==> src/rtl/pnf_pkg.sv <==
// Shared types and constants for the fractal Perlin noise pipeline.
`timescale 1ns / 1ps

package pnf_pkg;

  // Amplitude in Q16, capped at 2^40.
  localparam int AmpW = 41;
  // Sum of up to sixteen capped amplitudes.
  localparam int MaxvW = 46;
  // Quotient bits: sixteen result bits plus one overflow bit.
  localparam int QW = 17;

  localparam logic [AmpW-1:0] AmpOne = AmpW'(65536);
  localparam logic [AmpW-1:0] AmpCap = {1'b1, 40'b0};

  // Item commands.
  localparam logic CmdLoad = 1'b0;
  localparam logic CmdEval = 1'b1;

  // Configuration register indexes.
  localparam logic CfgOctaveCount = 1'b0;
  localparam logic CfgPersistence = 1'b1;

  typedef struct packed {
    logic               cmd;
    logic signed [31:0] coord_x;
    logic signed [31:0] coord_y;
    logic signed [31:0] coord_z;
    logic [7:0]         table_index;
    logic [7:0]         table_value;
  } in_payload_t;

  typedef struct packed {
    logic signed [15:0] noise_value;
  } out_payload_t;

  // Item as it travels along the octave cells.
  typedef struct packed {
    logic               valid;
    logic               evl;
    logic [2:0][31:0]   coord;
    logic [7:0]         idx;
    logic [7:0]         val;
    logic signed [63:0] total;
    logic [MaxvW-1:0]   maxv;
    logic [AmpW-1:0]    amp;
  } item_t;

  // Item as it travels along the divider cells.
  typedef struct packed {
    logic             valid;
    logic             neg;
    logic [MaxvW:0]   den;
    logic [63:0]      rem;
    logic [QW-1:0]    quo;
  } div_item_t;

endpackage

==> src/rtl/pnf_div_cell.sv <==
// One restoring-division cell: settles a single quotient bit.
`timescale 1ns / 1ps

module pnf_div_cell #(
  parameter int QBIT = 0
) (
  input  logic                clk,
  input  logic                rst,
  input  logic                advance,
  input  pnf_pkg::div_item_t  d_in,
  output pnf_pkg::div_item_t  d_out
);

  logic [63:0]        trial;
  logic               fits;
  pnf_pkg::div_item_t d_next;

  always_comb begin
    trial  = 64'(d_in.den) << QBIT;
    fits   = d_in.rem >= trial;
    d_next = d_in;
    if (fits) begin
      d_next.rem = d_in.rem - trial;
    end
    d_next.quo[QBIT] = fits;
  end

  always_ff @(posedge clk) begin
    if (rst) begin
      d_out.valid <= 1'b0;
    end else if (advance) begin
      d_out <= d_next;
    end
  end

endmodule

==> config.mk <==
export PLATFORM = sky130hd
export DESIGN_NAME = pnf_div_cell
export DESIGN_NICKNAME = d
export VERILOG_FILES = /design/src/rtl/pnf_pkg.sv /design/src/rtl/pnf_div_cell.sv
export SDC_FILE = /design/constraint.sdc
export NUM_CORES = 1
export LEC_CHECK = 0
export ABC_AREA = 1
export ABC_CLOCK_PERIOD_IN_PS = 13720
export BUFFER_PORTS_ARGS = -buffer_cell sky130_fd_sc_hd__buf_2
export CAP_MARGIN = 15
export CORE_MARGIN = 2
export CORE_UTILIZATION = 58
export DETAILED_ROUTE_END_ITERATION = 8
export GPL_ROUTABILITY_DRIVEN = 1
export PLACE_DENSITY = 0.87
export SLEW_MARGIN = 10
export SYNTH_ARGS = -nofsm -noshare
export SYNTH_HDL_FRONTEND = slang
export SYNTH_SLANG_ARGS = --single-unit
==> constraint.sdc <==
create_clock -name clk -period 13.72 [get_ports clk]
set_clock_uncertainty 0.2 [all_clocks]
set_input_delay 0.686 -clock clk [delete_from_list [all_inputs] [get_ports clk]]
set_output_delay 0.686 -clock clk [all_outputs]
set_load 0.1 [all_outputs]
## Yosys cells after proc, flatten, opt, wreduce, memory -nomap -nowiden

Cells that the tools add are included.

| cells by class | value |
|---|---|
| muxes and demuxes | 1 |
| magnitude comparators | 1 |
| reduce and logical (&&, ||, !) cells | 1 |
| bitwise operators | 1 |
| $mul | 0 |
| shifts and indexed selects | 0 |
| add/subtract/negate cells | 1 |
| div/mod/pow operators | 0 |
| eq/ne operators | 0 |

Operator list:

| operator | number |
|---|---|
| 64-bit by 47-bit greater-or-equal comparator with 1-bit output | 1 |
| 64-bit two-way mux | 1 |
| 64-bit by 47-bit subtractor with 64-bit output | 1 |
| 2-bit AND reduction | 1 |
| 1-bit NOT | 1 |

| word-level totals | value |
|---|---|
| register bits | 130 |
| memories kept | 0 |
| bits in latches | 0 |
| RAM bits | 0 |
| ROM bits | 0 |
| bits of input ports | 133 |
| word-level logic and storage cells | 10 |

## Logic depth before layout (Yosys ltp)

Gate-level depths: netlist of the first run.

| depth | value |
|---|---|
| depth after elaboration | 2 |
| depth in mapped cells | 17 |
| gate-level depth less buffers | 16 |

## Worst setup path before layout of the first run

OpenSTA, ideal clock, no wires.

| timing | value |
|---|---|
| kind | input -> register |
| from | input advance |
| to | register d_out[0] in the netlist's numbering (enable) |
| path buffers | 0 |
| data required time | 12.897 ns |
| cell stages on the path | 2 |
| data arrival time | 6.151 ns |
| library setup time | 0.623 ns |
| slack | 6.746 ns |
| cell sequence | inv_1 nor2_1 |

| between the ends | value |
|---|---|
| longest elaborated chain between the ends | 1 |

RTL lines:

| element | line | text |
|---|---|---|
| start: declaration | pnf_div_cell.sv:9 | `input logic advance,` |
| 2-bit AND reduction (no line) | n/a |  |
| end signal: assignment | pnf_div_cell.sv:32 | `d_out <= d_next;` |
| end: declaration | pnf_div_cell.sv:11 | `output pnf_pkg::div_item_t d_out` |

Every way passes these cells.
A chain may end at the register's enable or synchronous reset.

==> flow_summary_export.csv, run 1 <==
group,metric,value,unit
flow_run,cap_violations,0,
cts,tritoncts,"done",
sta,grt_setup_unrepaired,"no",
global_routing,grt_max_degree,80,
power_and_ir_drop,p_sw_share,42.84,%
power_and_ir_drop,p_switching,0.0006357,W
cts,root_buffer,"clkbuf_16",
setup_path,crit_fanout,79,
setup_path,critPathRequiredTime,13700,ps
setup_path,crit_path_cell_trace,"buf_2 -> inv_1 -> ha_1 -> fa_1 -> inv_1 -> nand3_1 -> nand2_2 -> nand2_1 -> nand2_1 -> nand2_1 -> nand2_1 -> nand2_1 -> nand4_2 -> buf_4 -> inv_2 -> buf_4 -> nand2_1 -> nand2_1",
synthesis,syn_area,0.009874,mm^2
cells_and_area,syn2layout_area_growth,21.72,%
floorplan,die_h,134.5,um
floorplan,rows,47,
global_routing,grt_pass1_wl,50340,um
cells_and_area,largest_register_ffs,130,
cells_and_area,reg_top3,"d_out (130)",
synthesis,synth_cells,1469,
synthesis,synth_nets,1650,
detailed_routing,vias,10420,
setup_path,worstPathArrival,3630,ps
global_routing,grt_use_total,36.68,%
synthesis,synth.ff_latch_count,130,
detailed_routing,wire_per_inst,16.75,um
setup_path,worstSetupPathType,"in2reg",
global_routing,globalRouteOverflowTotal,0,
setup_path,start_kind,"primary input",
sta,hold_viol_final,0,
detailed_routing,drc,0,
cts,htreeDepth,4,
floorplan,io_pins,263,
status,status,"complete, no violations",
synthesis,ys_seq_area_share,39.43,%
cells_and_area,fin_nets,1923,
sta,hold_ws,226.8,ps
detailed_routing,drt_iter0_drc,1152,
detailed_routing,firstDrtPassIters,9,
power_and_ir_drop,clkPwrFrac,31.3,%
synthesis,ys.flop_type,"edfxtp_1",
setup_path,cpPeakStageDelay,420,ps
global_routing,first_global_vias,9841,
global_routing,antenna_found_initial,0,
hold_path,min_path_type,"in2reg",
setup_path,critical_path.slowest_cell,"buf_4",
cells_and_area,final_cell_mix,"606 x nand2_1, 340 x inv_1, 261 x buf_2",
place,dpl.hpwl,26630,um
power_and_ir_drop,p_leak,6.628,nW
synthesis,synth_edf_count,129,
floorplan,core_area,0.01664,mm^2
sta,fmax,274.0,MHz
sta,fin_crit_sh,26.60,%
power_and_ir_drop,power,0.001484,W
detailed_routing,viasPerCell,5.275,
power_and_ir_drop,p_comb_share,35.9,%
detailed_routing,wirelength,33080,um
cts,cts-resized-gates,0,
cts,cts_buffer_depth,2,
floorplan,dieArea,0.01808,mm^2
sta,setup_viol,0,
sta,finalMaxSlewViolations,0,
power_and_ir_drop,intPower,0.0008484,W
place,portBuffers,261,
cells_and_area,utilization,72.22,%
floorplan,initial_core_util,59.33,%
cts,clk_pin_slew,60,ps
power_and_ir_drop,irDropWorstVdd,84.76,uV
cells_and_area,largest-register,"d_out",
cells_and_area,drive_gt1_share,17.89,%
synthesis,synth_area_per_cell,6.722,um^2
cells_and_area,mostFrequentLayoutCell,"nand2_1",
floorplan,die_x,134.5,um
synthesis,synth.yosys.warnings,0,
cts,holdBufCountCts,0,
sta,slew_headroom,43.44,%
setup_path,worstSetupEndpointType,"flip-flop",
power_and_ir_drop,p_per_area,123.5,mW/mm^2
setup_path,cp_common_cell,"nand2_1",
synthesis,ys_async_sr_fraction,0,%
power_and_ir_drop,power_frac_seq,32.9,%
sta,min_period,3650,ps
synthesis,synth_cell_types,31,
cts,numCtsBuffers,17,
cells_and_area,n_antenna_cell,0,
sta,tns,0,ps
cts,insertion_delay,430,ps
detailed_routing,detail-route-antenna-nets,0,
cts,clock_sinks,130,
sta,worstMarginPinSlew,848.5,ps
cts,post_cts_buffers,0,
cells_and_area,nFillCells,1301,
place,routabilityCongestion,0.9641,
[routing by layer]
metal  global-route usage, %  routed length [um]  share of wire (%)
met1                   47.81               13190                 40
met2                   60.09               15340                 46
met3                   6.607                3197                9.7
met4                   16.37                1347                4.1
met5                       0                   0                  0
[critical path, delay by kind of cell]
family                     cells  cell delay (ps)
adders and majority gates      2              620
buffers and inverters          6             1080
and+or+nand+nor               10             1210
[Yosys cell counts, types with 2 or more instances]
cell type	number	share of area [%]
nand3b_1	15	1.1
inv_1	340	13
a21oi_2	2	0.18
o21ai_1	20	1.0
nand2_2	3	0.19
nor3_1	10	0.51
nor3b_1	2	0.15
and3_1	4	0.25
buf_6	2	0.23
a21oi_1	40	2.0
nand2_1	606	23
inv_2	2	0.076
nor4_1	2	0.13
buf_2	9	0.46
nor2_2	7	0.44
o21ai_0	15	0.76
xnor2_1	22	2.0
and2_1	2	0.13
nor2_1	107	4.1
ha_1	47	6.0
edfxtp_1	129	39
xor2_1	9	0.80
nand4_1	7	0.44
nand3_1	60	3.0
[layout make-up]
cell class	count	area, um^2	area share (%)
Inverter	342	1284	10.68
Multi-Input combinational cell	986	4637	38.58
Clock buffer	17	425.4	3.539
Tap cell	220	275.3	2.290
Clock inverter	15	167.7	1.395
Timing Repair Buffer	265	1336	11.12
Sequential cell	130	3894	32.40
[power by group through the flow]
stage,clock [W],combinational (W),sequential [W]
final,0.000464,0.000532,0.000488
after global routing,0.000479,0.000561,0.000490
after CTS,0.000463,0.000524,0.000488
after global placement,0,0.000510,0.000494
after floorplan,0,0.000171,0.000730
after detailed placement,0,0.000522,0.000496
[metrics by stage]
stage                     cells  worst slack [ps]  area (um^2)
after floorplan            1469              6746         9874
after global placement     1943              9818        11430
after detailed placement   1943              9711        11430
after CTS                  1975             10160        12020
after global routing       1975              9961        12020
final                      1975             10070        12020
[cells by family (layout without fill, tap and decap cells)]
kind of cell,count (synthesis),in the layout,synth area share [%]
buffers and inverters,353,639,13.68
AOI/OAI and AO/OA,80,80,4.207
DFF,130,130,39.43
xor gates and xnor gates,31,31,2.750
and+or+nand+nor,827,827,33.77
adders and majority gates,48,48,6.158
[final timing paths]
kind              depth (start not counted)  slack [ps]                     from                 endpoint
hold reg to reg                           2         290  d_out[129]$_SDFFE_PP0P_  d_out[129]$_SDFFE_PP0P_
hold / removal                            1         230                  d_in[8]       d_out[8]$_DFFE_PP_
setup reg to reg                          2       12920  d_out[129]$_SDFFE_PP0P_  d_out[129]$_SDFFE_PP0P_
setup / recovery                         18       10070                 d_in[17]      d_out[63]$_DFFE_PP_
No activity file was read; power rests on OpenSTA's default activity.
==> inputs of run 2 (changes only) <==
Settings changed: ABC_AREA 1 to 0, ABC_CLOCK_PERIOD_IN_PS 13720 to 3400, CORE_UTILIZATION 58 to 52, PLACE_DENSITY 0.87 to 0.81.
Clock period 13.72 ns to 3.4 ns, I/O delays scaled along.
==> run 2 against run 1 <==
Clock-buffer cell count grew 1. Global-route usage decreased by 5.7 points. Routed wire length decreased by 19%. Core utilization up 3.7 points. Combinational power grew to 4.1 times the previous value. Flip-flop and latch count did not move. Via count down 21%. Non-clock buffer count grew 153.
==> flow_summary_export.csv, run 2 <==
group,metric,value,unit
detailed_routing,detail-route-antenna-nets,0,
setup_path,cpPeakStageDelay,520,ps
floorplan,core_area,0.01571,mm^2
setup_path,worstSetupEndpointType,"flip-flop",
power_and_ir_drop,clkPwrFrac,31.2,%
setup_path,cp_common_cell,"a211oi_2",
cts,numCtsBuffers,17,
detailed_routing,firstDrtPassIters,5,
setup_path,worstSetupPathType,"in2reg",
detailed_routing,wire_per_inst,18.35,um
setup_path,reg2reg_slack,2030,ps
sta,fin_crit_sh,97.92,%
synthesis,synth_top_family_by_area,"compound AO/OA/AOI/OAI gates",
power_and_ir_drop,p_sw_share,39.75,%
synthesis,synth_area_per_cell,9.967,um^2
synthesis,synth_common_cells,"129 x edfxtp_1, 98 x a21oi_1, 86 x nor2_1, 64 x inv_1, 54 x nand2_1",
cts,clock_sinks,130,
setup_path,start_kind,"primary input",
cells_and_area,largest-register,"d_out",
sta,finalMaxSlewViolations,0,
setup_path,worstPathArrival,3310,ps
power_and_ir_drop,intPower,0.003642,W
setup_path,critPathRequiredTime,3380,ps
synthesis,synth_nets,1011,
cts,tritoncts,"done",
synthesis,synth.area.top_cells,"edfxtp_1 47%, ha_1 7.1%, a21oi_1 5.9%",
place,portBuffers,261,
cells_and_area,largest_register_ffs,130,
cells_and_area,design_area,0.01193,mm^2
global_routing,grt_pass1_wl,40270,um
place,placed_cells,1293,
synthesis,ys_seq_area_share,47.07,%
cells_and_area,reg_top3,"d_out (130)",
global_routing,grt_max_degree,130,
synthesis,synth_mux_area_share,0.3630,%
sta,slew_headroom,45.11,%
setup_path,critical_path.slowest_cell,"dlygate4sd3_1",
synthesis,synth.yosys.warnings,0,
synthesis,synth_cell_types,77,
power_and_ir_drop,p_switching,0.002403,W
cells_and_area,utilization,75.95,%
setup_path,path_depth,15,
detailed_routing,drt_iter0_drc,727,
synthesis,synth-adder-area-share,7.350,%
detailed_routing,drc,0,
floorplan,die_h,130.1,um
power_and_ir_drop,power_frac_seq,32.8,%
place,routabilityCongestion,0.9153,
floorplan,rows,46,
cts,clk_pin_slew,60,ps
flow_run,cap_violations,0,
setup_path,crit_end,"d_out[75]$_DFFE_PP_",
cts,root_buffer,"clkbuf_16",
global_routing,first_global_vias,8012,
setup_path,r2r_cells,3,
sta,worstMarginPinSlew,823.4,ps
detailed_routing,wirelength,26820,um
synthesis,yosysMostFrequentCell,"edfxtp_1",
setup_path,r2r_start,"d_out[129]$_SDFFE_PP0P_",
floorplan,dieArea,0.01693,mm^2
setup_path,crit_path_cell_trace,"dlygate4sd3_1 -> buf_2 -> inv_1 -> ha_2 -> nand4_1 -> a211oi_2 -> o221ai_2 -> a21oi_4 -> a211oi_2 -> nor2b_2 -> buf_4 -> inv_8 -> and3_4 -> o2111ai_1 -> xnor2_1",
detailed_routing,viasPerCell,5.606,
sta,grt_setup_unrepaired,"yes",
synthesis,ys_async_sr_fraction,0,%
status,status,"complete, no violations",
detailed_routing,vias,8190,
synthesis,synth.ff_latch_count,130,
sta,hold_viol_final,0,
cells_and_area,syn2layout_area_growth,44.25,%
place,dpl.hpwl,17690,um
synthesis,yosys.area_share.simple,16.27,%
global_routing,antenna_found_initial,2,
global_routing,grt_use_total,31.02,%
sta,hold_ws,80.32,ps
power_and_ir_drop,p_comb_share,36.0,%
global_routing,globalRouteOverflowTotal,0,
cts,cts_buffer_depth,2,
cts,insertion_delay,430,ps
setup_path,crit_buf_inv,5,
synthesis,synth_compound_area_share,17.42,%
cells_and_area,fin_nets,1411,
synthesis,synth_edf_count,129,
synthesis,synth_cells,830,
power_and_ir_drop,p_leak,5.072,nW
power_and_ir_drop,irDropWorstVdd,368.0,uV
setup_path,crit_fanout,25,
synthesis,syn_area,0.008273,mm^2
sta,fmax,300.4,MHz
power_and_ir_drop,p_per_area,506.5,mW/mm^2
cells_and_area,drive_gt1_share,30.01,%
hold_path,min_path_type,"in2reg",
cells_and_area,mostFrequentLayoutCell,"buf_2",
synthesis,ys.flop_type,"edfxtp_1",
cells_and_area,instances_no_fill,1461,
cts,htreeDepth,4,
synthesis,synth_area_leader_cell,"edfxtp_1",
synthesis,netlist.area_leader.share,46.82,%
setup_path,r2r-end,"d_out[129]$_SDFFE_PP0P_",
cells_and_area,final_cell_mix,"261 x buf_2, 131 x dlygate4sd3_1, 129 x edfxtp_1",
floorplan,io_pins,263,
place,placed_area,0.009848,mm^2
setup_path,crit_path_start,"d_in[87]",
floorplan,die_x,130.1,um
setup_path,path_delay_family,"buffers and inverters",
sta,min_period,3329,ps
synthesis,synth-xor-area-share,6.140,%
sta,setup_viol,0,
floorplan,initial_core_util,52.65,%
-- run 2: cell count changes after synthesis, moves of 16 or more --
cell | previous run | this run
nand3_1 | 60 | 12
nand4_1 | 7 | 23
inv_1 | 340 | 64
nand2_1 | 606 | 54
o21ai_0 | 15 | 43
a21oi_1 | 40 | 98
nor2_1 | 107 | 86
buf_2 | 9 | 26
-- run 2: metal layers --
| metal | vias to the layer above | part of all wire (%) | GRT usage, % |
|---|---|---|---|
| met4 | 0 | 3.8 | 14.04 |
| met1 | 3844 | 38 | 35.43 |
| li1 | 3834 | - | - |
| met5 | - | 0 | 0 |
| met2 | 431 | 51 | 56.36 |
| met3 | 81 | 6.8 | 5.822 |
-- run 2: cell type report --
class / instances / area (um^2)
fillers: 1074 / 3779
diodes: 2 / 5.005
clock inverters: 14 / 167.7
repair buffers: 418 / 2836
inverters: 65 / 251.5
well taps: 216 / 270.3
flip-flops and latches: 130 / 3894
clock buffers: 18 / 439.2
multi-input cells: 598 / 4070
-- run 2: cell families (layout without fill, tap and decap cells) --
group / count (synthesis) / in the layout
AO/OA/AOI/OAI: 230 / 230
XOR/XNOR: 58 / 58
adder cells (fa/ha/maj): 48 / 48
buffers and inverters: 102 / 515
flip-flops: 130 / 130
multiplexers: 3 / 3
other: 0 / 2
AND/OR/NAND/NOR: 259 / 259
-- run 2: worst min path at each step --
stage	startpoint	end	slack (ps)	cells after the start
final	d_in[82]	d_out[18]$_DFFE_PP_	80	3
after global routing	d_in[82]	d_out[18]$_DFFE_PP_	80	3
after CTS	d_in[82]	d_out[18]$_DFFE_PP_	60	3
after detailed placement	d_in[11]	d_out[11]$_DFFE_PP_	150	1
after global placement	d_in[5]	d_out[5]$_DFFE_PP_	150	1
after floorplan	rst	d_out[129]$_SDFFE_PP0P_	40	1
-- run 2: power groups by stage --
| stage | clock (W) | sequential [W] | combinational [W] |
|---|---|---|---|
| 4_1_cts | 0.00190 | 0.00197 | 0.00211 |
| 3_5_place_dp | 0 | 0.00201 | 0.00198 |
| 2_1_floorplan | 0 | 0.00295 | 0.000625 |
| 5_1_grt | 0.00196 | 0.00199 | 0.00228 |
| 6_report | 0.00189 | 0.00198 | 0.00218 |
| 3_3_place_gp | 0 | 0.00200 | 0.00196 |
-- run 2: worst reg2reg max path, stage by stage (launching register included) --
cell	delay [ps]
dfxtp_1	310
mux2i_1	130
nor2_1	60
dlygate4sd3_1	550
-- run 2: metrics by stage --
step	setup TNS (ps)	power, W	setup WS, ps
2_1_floorplan	0	0.003580	465.7
3_3_place_gp	0	0.003968	100.8
3_5_place_dp	-79.72	0.003985	-40.17
4_1_cts	0	0.005983	50.64
5_1_grt	-379.5	0.006228	-61.43
6_report	0	0.006045	70.87
-- run 2: repair_timing --
action                                  CTS  global route
resized for setup                         0            33
setup buffers                             0             3
hold endpoints to repair                129             0
endpoints found under the setup margin    0            49
hold buffers                            131             0
